--- src/hdl/bvcl_pkg.sv ---
// shared types, widths and reset constants for the battery charge level block
package bvcl_pkg;

  // field and register widths
  localparam int MAX_POINTS = 6;
  localparam int PIN_W      = 12;
  localparam int MV_W       = 16;
  localparam int PPTT_W     = 16;
  localparam int LVL_W      = 14;
  localparam int OHM_W      = 24;
  localparam int PT_W       = 32;
  localparam int CFG_IDX_W  = 3;
  localparam int CFG_DATA_W = 32;

  // serial arithmetic widths
  localparam int MUL_A_W = 24;
  localparam int MUL_B_W = 16;
  localparam int PROD_W  = MUL_A_W + MUL_B_W;
  localparam int QUO_W   = 16;

  // register indexes past the curve points
  localparam logic [CFG_IDX_W-1:0] REG_DIV_TOTAL = 3'd6;
  localparam logic [CFG_IDX_W-1:0] REG_DIV_LEG   = 3'd7;

  // reset values
  localparam logic [PT_W-1:0] CURVE_RESET [MAX_POINTS] = '{
    32'd275261200, 32'd258875200, 32'd252319600,
    32'd245764000, 32'd239208400, 32'd216268800
  };
  localparam logic [OHM_W-1:0] DIV_TOTAL_RESET = 24'd1500000;
  localparam logic [OHM_W-1:0] DIV_LEG_RESET   = 24'd180000;

  localparam logic [MV_W-1:0]  MV_SAT  = 16'hFFFF;
  localparam logic [LVL_W-1:0] LVL_SAT = 14'h3FFF;

  // multiplier request and response
  typedef struct packed {
    logic               start;
    logic [MUL_A_W-1:0] mcand;
    logic [MUL_B_W-1:0] mplier;
  } mul_req_t;

  typedef struct packed {
    logic              done;
    logic [PROD_W-1:0] prod;
  } mul_rsp_t;

  // divider request and response
  typedef struct packed {
    logic             start;
    logic [OHM_W-1:0] divisor;
    logic [OHM_W-1:0] rem_init;
    logic [QUO_W-1:0] low;
  } div_req_t;

  typedef struct packed {
    logic             done;
    logic [QUO_W-1:0] quo;
  } div_rsp_t;

endpackage

--- src/hdl/bvcl_mul.sv ---
// bit-serial shift-add multiplier, one multiplier bit per cycle
module bvcl_mul (
  input  logic                clk,
  input  logic                rst,
  input  bvcl_pkg::mul_req_t  req,
  output bvcl_pkg::mul_rsp_t  rsp
);
  import bvcl_pkg::*;

  localparam int CNT_W = $clog2(MUL_B_W + 1);

  logic [PROD_W-1:0]  acc;
  logic [MUL_A_W-1:0] mc;
  logic [CNT_W-1:0]   cnt;
  logic               done;
  logic [MUL_A_W:0]   part;

  // add the multiplicand into the upper half when the low bit is set
  assign part = {1'b0, acc[PROD_W-1:MUL_B_W]} + (acc[0] ? {1'b0, mc} : '0);

  // accumulator shifts right one bit per step
  always_ff @(posedge clk) begin
    if (rst) begin
      cnt  <= '0;
      done <= 1'b0;
    end else if (req.start) begin
      acc  <= {{MUL_A_W{1'b0}}, req.mplier};
      mc   <= req.mcand;
      cnt  <= CNT_W'(MUL_B_W);
      done <= 1'b0;
    end else if (cnt != '0) begin
      acc <= {part, acc[MUL_B_W-1:1]};
      cnt <= cnt - CNT_W'(1);
      if (cnt == CNT_W'(1)) begin
        done <= 1'b1;
      end
    end
  end

  assign rsp.done = done;
  assign rsp.prod = acc;

endmodule

--- src/hdl/bvcl_div.sv ---
// bit-serial restoring divider, one quotient bit per cycle
module bvcl_div (
  input  logic                clk,
  input  logic                rst,
  input  bvcl_pkg::div_req_t  req,
  output bvcl_pkg::div_rsp_t  rsp
);
  import bvcl_pkg::*;

  localparam int CNT_W = $clog2(QUO_W + 1);

  logic [OHM_W-1:0] rem;
  logic [OHM_W-1:0] dvs;
  logic [QUO_W-1:0] q;
  logic [CNT_W-1:0] cnt;
  logic             done;
  logic [OHM_W:0]   trial;
  logic             ge;
  logic [OHM_W:0]   diff;

  // trial subtract of the divisor from the shifted remainder
  assign trial = {rem, q[QUO_W-1]};
  assign ge    = trial >= {1'b0, dvs};
  assign diff  = trial - {1'b0, dvs};

  // remainder and quotient shift left together
  always_ff @(posedge clk) begin
    if (rst) begin
      cnt  <= '0;
      done <= 1'b0;
    end else if (req.start) begin
      rem  <= req.rem_init;
      dvs  <= req.divisor;
      q    <= req.low;
      cnt  <= CNT_W'(QUO_W);
      done <= 1'b0;
    end else if (cnt != '0) begin
      rem <= ge ? diff[OHM_W-1:0] : trial[OHM_W-1:0];
      q   <= {q[QUO_W-2:0], ge};
      cnt <= cnt - CNT_W'(1);
      if (cnt == CNT_W'(1)) begin
        done <= 1'b1;
      end
    end
  end

  assign rsp.done = done;
  assign rsp.quo  = q;

endmodule

--- src/hdl/battery_voltage_to_charge_level.sv ---
// top level: battery voltage scaling and charge level lookup
//
// Input channel (in_valid/in_ready, pin_millivolts) takes one word per
// conversion. Output channel (out_valid/out_ready) returns the battery
// voltage in millivolts, saturated at 65535, and the charge level in
// hundredths of a percent. Config channel (cfg_valid/cfg_ready,
// cfg_index, cfg_data) writes curve points 0..NPTS-1 and the two divider
// resistances; cfg_ready is always high. The user must make writes only
// while idle; the block itself does not enforce this. One word is worked
// at a time. The pin voltage goes through a bit-serial multiply and, unless
// the quotient would saturate, a bit-serial divide, then a walk down the
// curve of one point per cycle, then, when the voltage falls between two
// points, another bit-serial multiply and divide. The next word is
// taken at the earliest in the cycle after the result is loaded into
// the output register.
// A finished word waits in the output register while out_ready is low;
// the next input word is taken meanwhile and held at the end of its
// work until the output register frees. Synchronous reset clears the
// control state and loads the default curve and divider values.
module battery_voltage_to_charge_level #(
  parameter int CURVE_POINTS = 6
) (
  input  logic                             clk,
  input  logic                             rst,
  input  logic                             in_valid,
  output logic                             in_ready,
  input  logic [bvcl_pkg::PIN_W-1:0]       pin_millivolts,
  output logic                             out_valid,
  input  logic                             out_ready,
  output logic [bvcl_pkg::MV_W-1:0]        battery_millivolts,
  output logic [bvcl_pkg::LVL_W-1:0]       level_pptt,
  input  logic                             cfg_valid,
  output logic                             cfg_ready,
  input  logic [bvcl_pkg::CFG_IDX_W-1:0]   cfg_index,
  input  logic [bvcl_pkg::CFG_DATA_W-1:0]  cfg_data
);
  import bvcl_pkg::*;

  localparam int NPTS  = (CURVE_POINTS < 2) ? 2 :
                         (CURVE_POINTS > MAX_POINTS) ? MAX_POINTS : CURVE_POINTS;
  localparam int IDX_W = $clog2(NPTS);
  localparam logic [IDX_W-1:0] LAST_IDX = IDX_W'(NPTS - 1);

  typedef enum logic [2:0] {
    S_IDLE, S_MUL1, S_DIV1, S_WALK, S_MUL2, S_DIV2, S_DONE
  } state_t;

  state_t           state;
  logic [PT_W-1:0]  curve [NPTS];
  logic [OHM_W-1:0] div_total;
  logic [OHM_W-1:0] div_leg;
  logic [IDX_W-1:0] idx;
  logic [MV_W-1:0]  mv;
  logic [PT_W-1:0]  prev;
  logic [PPTT_W-1:0] lo_p;
  logic             neg;
  logic [MV_W-1:0]  den;
  logic [LVL_W-1:0] lvl;

  mul_req_t mul_req;
  mul_rsp_t mul_rsp;
  div_req_t div_req;
  div_rsp_t div_rsp;

  logic [PT_W-1:0]   pt;
  logic [MV_W-1:0]   pt_mv;
  logic [PPTT_W-1:0] pt_p;
  logic [MV_W-1:0]   prev_mv;
  logic [PPTT_W-1:0] prev_p;
  logic              stop;
  logic              direct;
  logic              neg_w;
  logic [PPTT_W-1:0] mag;
  logic [MV_W-1:0]   dv;
  logic              sat;
  logic [PPTT_W:0]   lvl_raw;
  logic              out_free;
  logic              out_load;

  // saturate a nonnegative level to the output field
  function automatic logic [LVL_W-1:0] sat_level(input logic [PPTT_W:0] v);
    logic [LVL_W-1:0] r;
    r = (v > {{(PPTT_W + 1 - LVL_W){1'b0}}, LVL_SAT}) ? LVL_SAT : v[LVL_W-1:0];
    return r;
  endfunction

  // config registers
  assign cfg_ready = 1'b1;

  always_ff @(posedge clk) begin
    if (rst) begin
      for (int i = 0; i < NPTS; i++) begin
        curve[i] <= CURVE_RESET[i];
      end
      div_total <= DIV_TOTAL_RESET;
      div_leg   <= DIV_LEG_RESET;
    end else if (cfg_valid) begin
      if (cfg_index < CFG_IDX_W'(NPTS)) begin
        curve[cfg_index[IDX_W-1:0]] <= cfg_data;
      end else if (cfg_index == REG_DIV_TOTAL) begin
        div_total <= cfg_data[OHM_W-1:0];
      end else if (cfg_index == REG_DIV_LEG) begin
        div_leg <= cfg_data[OHM_W-1:0];
      end
    end
  end

  // current and previous curve point during the walk
  assign pt      = curve[idx];
  assign pt_mv   = pt[PT_W-1:PPTT_W];
  assign pt_p    = pt[PPTT_W-1:0];
  assign prev_mv = prev[PT_W-1:PPTT_W];
  assign prev_p  = prev[PPTT_W-1:0];
  assign stop    = (idx == LAST_IDX) || (pt_p == '0) || (mv >= pt_mv);
  assign direct  = (mv < pt_mv) || (idx == '0);
  assign neg_w   = prev_p < pt_p;
  assign mag     = neg_w ? (pt_p - prev_p) : (prev_p - pt_p);
  assign dv      = mv - pt_mv;

  // quotient would pass 16 bits, or divisor is zero
  assign sat = mul_rsp.prod[PROD_W-1:QUO_W] >= div_leg;

  // final level from the interpolation quotient
  always_comb begin
    if (neg) begin
      lvl_raw = (lo_p >= div_rsp.quo) ? {1'b0, lo_p - div_rsp.quo} : '0;
    end else begin
      lvl_raw = {1'b0, lo_p} + {1'b0, div_rsp.quo};
    end
  end

  // operand selection for the shared serial units
  always_comb begin
    mul_req.start  = ((state == S_IDLE) && in_valid) ||
                     ((state == S_WALK) && stop && !direct);
    mul_req.mcand  = (state == S_IDLE) ? div_total : {{(MUL_A_W - PPTT_W){1'b0}}, mag};
    mul_req.mplier = (state == S_IDLE) ? {{(MUL_B_W - PIN_W){1'b0}}, pin_millivolts} : dv;
    div_req.start  = ((state == S_MUL1) && mul_rsp.done && !sat) ||
                     ((state == S_MUL2) && mul_rsp.done);
    div_req.divisor  = (state == S_MUL1) ? div_leg : {{(OHM_W - MV_W){1'b0}}, den};
    div_req.rem_init = mul_rsp.prod[PROD_W-1:QUO_W];
    div_req.low      = mul_rsp.prod[QUO_W-1:0];
  end

  assign in_ready = (state == S_IDLE);
  assign out_free = !out_valid || out_ready;
  assign out_load = (state == S_DONE) && out_free;

  // sequencer and output register
  always_ff @(posedge clk) begin
    if (rst) begin
      state     <= S_IDLE;
      out_valid <= 1'b0;
    end else begin
      if (out_load) begin
        out_valid <= 1'b1;
      end else if (out_ready) begin
        out_valid <= 1'b0;
      end
      unique case (state)
        S_IDLE: begin
          if (in_valid) begin
            state <= S_MUL1;
          end
        end
        S_MUL1: begin
          if (mul_rsp.done) begin
            if (sat) begin
              mv    <= MV_SAT;
              idx   <= '0;
              state <= S_WALK;
            end else begin
              state <= S_DIV1;
            end
          end
        end
        S_DIV1: begin
          if (div_rsp.done) begin
            mv    <= div_rsp.quo;
            idx   <= '0;
            state <= S_WALK;
          end
        end
        S_WALK: begin
          if (!stop) begin
            prev <= pt;
            idx  <= idx + IDX_W'(1);
          end else if (direct) begin
            lvl   <= sat_level({1'b0, pt_p});
            state <= S_DONE;
          end else begin
            lo_p  <= pt_p;
            neg   <= neg_w;
            den   <= prev_mv - pt_mv;
            state <= S_MUL2;
          end
        end
        S_MUL2: begin
          if (mul_rsp.done) begin
            state <= S_DIV2;
          end
        end
        S_DIV2: begin
          if (div_rsp.done) begin
            lvl   <= sat_level(lvl_raw);
            state <= S_DONE;
          end
        end
        S_DONE: begin
          if (out_load) begin
            battery_millivolts <= mv;
            level_pptt         <= lvl;
            state              <= S_IDLE;
          end
        end
        default: begin
          state <= S_IDLE;
        end
      endcase
    end
  end

  // serial arithmetic units
  bvcl_mul u_mul (
    .clk (clk),
    .rst (rst),
    .req (mul_req),
    .rsp (mul_rsp)
  );

  bvcl_div u_div (
    .clk (clk),
    .rst (rst),
    .req (div_req),
    .rsp (div_rsp)
  );

endmodule

--- config.mk ---
export PLATFORM = sky130hd
export DESIGN_NAME = battery_voltage_to_charge_level
export DESIGN_NICKNAME = d
export VERILOG_FILES = /design/src/hdl/bvcl_pkg.sv /design/src/hdl/bvcl_mul.sv /design/src/hdl/bvcl_div.sv /design/src/hdl/battery_voltage_to_charge_level.sv
export SDC_FILE = /design/constraint.sdc
export NUM_CORES = 1
export LEC_CHECK = 0
export ABC_CLOCK_PERIOD_IN_PS = 15200
export BUFFER_PORTS_ARGS = -buffer_cell sky130_fd_sc_hd__buf_4
export CORE_MARGIN = 2
export CORE_UTILIZATION = 47
export DETAILED_ROUTE_END_ITERATION = 7
export PLACE_DENSITY = 0.69
export SLEW_MARGIN = 40
export SYNTH_ARGS = -nofsm -noshare
export SYNTH_HDL_FRONTEND = slang
export SYNTH_SLANG_ARGS = --single-unit
--- constraint.sdc ---
create_clock -name clk -period 15.2 [get_ports clk]
set_input_delay 3.04 -clock clk [delete_from_list [all_inputs] [get_ports clk]]
set_output_delay 3.04 -clock clk [all_outputs]
set_load 0.005 [all_outputs]
==> results.md <==
* Largest net degree at the start of global routing at 70
* Final core utilization at 53.8%
* Most numerous cell in the Yosys netlist: edfxtp_1
* Setup Viol. Count Final at 0
* Fillers at 5532
* Final nets at 3076
* Post-synthesis xor/xnor area fraction at 2.16%
* DRT Pass-1 Iters at 7
* MaxCap Viol Count at 0
* Design Area, Final at 0.0348 sq mm
* Worst Hold Path EP: level_pptt[3]
* Post-Layout Cell Count at 3747
* Post-CTS sizing at 0
* Slew @ Worst Pin at 0.904 ns
* DR DRC count at 0
* CP endpoint kind: flip-flop
* Yosys cell types at 76
* Core area at 0.0647 sq mm
* Max Fclk at 168 MHz
* Hold buffer count at CTS at 0
* Post-route setup TNS at 0 ns
* Status: finished clean
* WL final at 83.3 mm
* Layout cells sized above 1 at 11.4%
* Die area at 0.0677 sq mm
* Area leader, netlist: edfxtp_1
* Post-CTS Setup Inserts at 0
* Crit path time final at 5.97 ns
* Slew Limit Fails at 0
* CTS tree: done
* Post-synthesis compound-gate area fraction at 10.9%
* Critical path class: reg -> reg
* H-tree levels at 3
* Mux cell area share after synthesis at 7.94%
* Register area share after synthesis at 54.2%
* WHS Path Cells at 0
* I/O Pins at 85
* Multi-input logic area at 0.0133 sq mm
* Met3 wire length at 6.82 mm
* Site row count at 93
* Worst path cell trace: buf_6 > mux4_2 > mux2i_1 > inv_1 > fa_1 > nor2b_1 > o21ai_0 > a21oi_1 > o21ai_0 > a211o_1 > and2_1 > a21oi_4 > buf_4
* Die height at 260 microns
* Initial antenna violation count at 0
* R2R Path End: u_mul.acc[39]
* Yosys top cell area share at 49.9%
* Crit Path Max Fanout at 41
* Vias in the first global route at 21.0k
* Total number of vias at 21.6k
* Final hold violations at 0
* TritonCTS buffer count at 66
* Global route total overflow at 0
* Startpoint types: flip-flop
* Simple-gate area share of the yosys netlist at 13.1%
* Slowest stage delay, CP at 0.66 ns
* Vias/cell at 5.77
* Commonest cells in the netlist: edfxtp_1, nand2_1, nor2_1
* Final worst slack at 9.23 ns
* Leakage at 13.4 nW
* PortBufs at 83
* Post-Place Worst Slack at 8.90 ns
* Ys Warns at 0
* Area after DPL at 0.0326 sq mm
* Main synth FF type: edfxtp_1
* Synth Register Bits at 579
* R2R Setup Slk at 9.23 ns
* Mean routed wirelength per cell at 22.2 microns
* Peak supply drop at 0.0000966 V
* Met1 wire length at 35.3 mm
* Cells after Synth at 2715
* Detailed router's first-iteration violation count at 1928
* Total track usage at 24.8%
* Final Power at 5.83 mW
* Crit share post-route at 39.3%
* Die W at 260 microns
* Placed Cells at 3624
* Hold Worst Slack at 0.410 ns
* Slowest CP cell: a21oi_4
* Asr flop ratio synth at 0%
* Top routing layer used: met4
* Rel. slew slack at 38.0%
* Reg area at 0.0167 sq mm
* Layout Skew at 0.0295 ns
* Mapped Avg Cell Area at 11.4 sq um
* Critical Path RT at 15.47 ns
* Post-Syn Area at 0.0308 sq mm
* Combinational family with the most area after synthesis: simple AND/OR/NAND/NOR gates
* Min-delay src: lvl[3]
* First-pass GRT wire length at 126 mm
* Unrepaired setup endpoints after global routing: no
* Post-synthesis adder-cell area fraction at 7.62%
* Worst min path class: reg -> reg
* Number of synthesized flops with an enable pin at 512
* Clock slew at reported path FFs at 0.06 ns
* PwrDens at 167 mW/mm^2
* Root Buffer: clkbuf_16
* Global placement routability congestion at 0.940
* Initial Util at 47.7%
* Sink Count at 579
* Met2 WL post-DR at 38.5 mm
* Worst-Skew Late Latency at 0.63 ns
* Detailed Place HPWL at 60.0 mm
* Clk buf depth at 3
* Reg2Reg Depth at 13
* Syn-to-layout area delta at 12.9%
* Number of routed nets with antenna violations at 0
* Crit path top cell by count: o21ai_0
* Top post-synthesis cells by area: edfxtp_1, ha_1, dfxtp_1
* Arrival time at the worst endpoint at 6.24 ns
==> routing by layer <==
metal,GRT usage [%],vias to the layer above
met5,0,-
li1,-,10100
met1,34.1,10600
met3,4.55,137
met4,8.35,0
met2,39.6,845
==> cells by family after synthesis <==
kind of cell	Yosys count
and+or+nand+nor	869
DFF	579
AOI/OAI and AO/OA	540
buffers and inverters	316
adders and majority gates	183
muxes	150
xor gates and xnor gates	76
other	2
==> report_power, final <==
group	switching (mW)	internal (mW)	total [mW]	leakage (nW)
Clock	0.678	0.894	1.57	1.03
Combinational	1.25	0.832	2.09	7.04
Sequential	0.148	2.02	2.17	5.36
Total	2.08	3.75	5.83	13.4
==> placed cells by master, fill, tap and decap left out, types with 8 or more instances in the layout <==
| cell | synthesis | layout |
|---|---|---|
| a211o_1 | 8 | 8 |
| a211oi_1 | 19 | 19 |
| a21o_1 | 38 | 38 |
| a21oi_1 | 206 | 204 |
| a221oi_1 | 8 | 8 |
| a22oi_1 | 17 | 17 |
| a31oi_1 | 14 | 12 |
| and2_1 | 60 | 60 |
| and3_1 | 21 | 21 |
| buf_4 | 5 | 112 |
| clkbuf_1 | 99 | 13 |
| clkbuf_16 | 0 | 66 |
| clkinv_1 | 0 | 11 |
| clkinv_2 | 0 | 8 |
| conb_1 | 2 | 65 |
| dfxtp_1 | 67 | 64 |
| edfxtp_1 | 512 | 512 |
| fa_1 | 8 | 8 |
| ha_1 | 175 | 175 |
| inv_1 | 194 | 194 |
| mux2_2 | 34 | 34 |
| mux2i_1 | 49 | 47 |
| mux4_1 | 24 | 24 |
| mux4_2 | 40 | 40 |
| nand2_1 | 286 | 283 |
| nand2b_1 | 34 | 34 |
| nand3_1 | 29 | 27 |
| nand3b_1 | 24 | 24 |
| nand4_1 | 20 | 20 |
| nor2_1 | 259 | 256 |
| nor2b_1 | 30 | 29 |
| nor3_1 | 59 | 54 |
| o21a_1 | 24 | 24 |
| o21ai_0 | 112 | 112 |
| o21bai_1 | 13 | 13 |
| o31a_1 | 11 | 11 |
| o31ai_1 | 12 | 12 |
| or3_1 | 10 | 9 |
| xnor2_1 | 55 | 55 |
| xor2_1 | 21 | 21 |
==> flip-flops by register name, indices dropped and copies added, names as in the netlist, 5 cells and up, named ones only <==
| name | flops |
|---|---|
| curve | 256 |
| u_mul.acc | 40 |
| prev | 32 |
| div_leg | 24 |
| div_total | 24 |
| u_div.dvs | 24 |
| u_div.rem | 24 |
| u_mul.mc | 24 |
| battery_millivolts | 16 |
| den | 16 |
| lo_p | 16 |
| mv | 16 |
| u_div.q | 16 |
| level_pptt | 14 |
| lvl | 14 |
| u_div.cnt | 5 |
| u_mul.cnt | 5 |
==> critical path: cells and delay by family (launching register included) <==
kind                     cells  cell delay, ns
flip-flops                   1            0.62
multiplexers                 2            1.05
AO/OA/AOI/OAI                5            1.58
buffers and inverters        3            1.20
AND/OR/NAND/NOR              2            0.62
adder cells (fa/ha/maj)      1            0.47
==> layout make-up <==
type,count,share of cell area [%]
sequential,579,48.0
multi-input combinational,1883,38.1
clock buffer,81,4.96
tap,855,3.07
timing repair buffer,117,2.64
inverter,194,2.09
clock inverter,37,1.14
antenna,1,0.00719
==> how the worst max path moves through the flow <==
stage,start,end,depth (start not counted)
after global routing,flip-flop,u_mul.acc[39],13
after floorplan,flip-flop,u_mul.acc[0],16
after global placement,rst,curve[1][26],5
after CTS,flip-flop,u_mul.acc[38],13
after detailed placement,rst,curve[1][18],5
final,flip-flop,u_mul.acc[39],13
(Power assumes the default switching activity.)
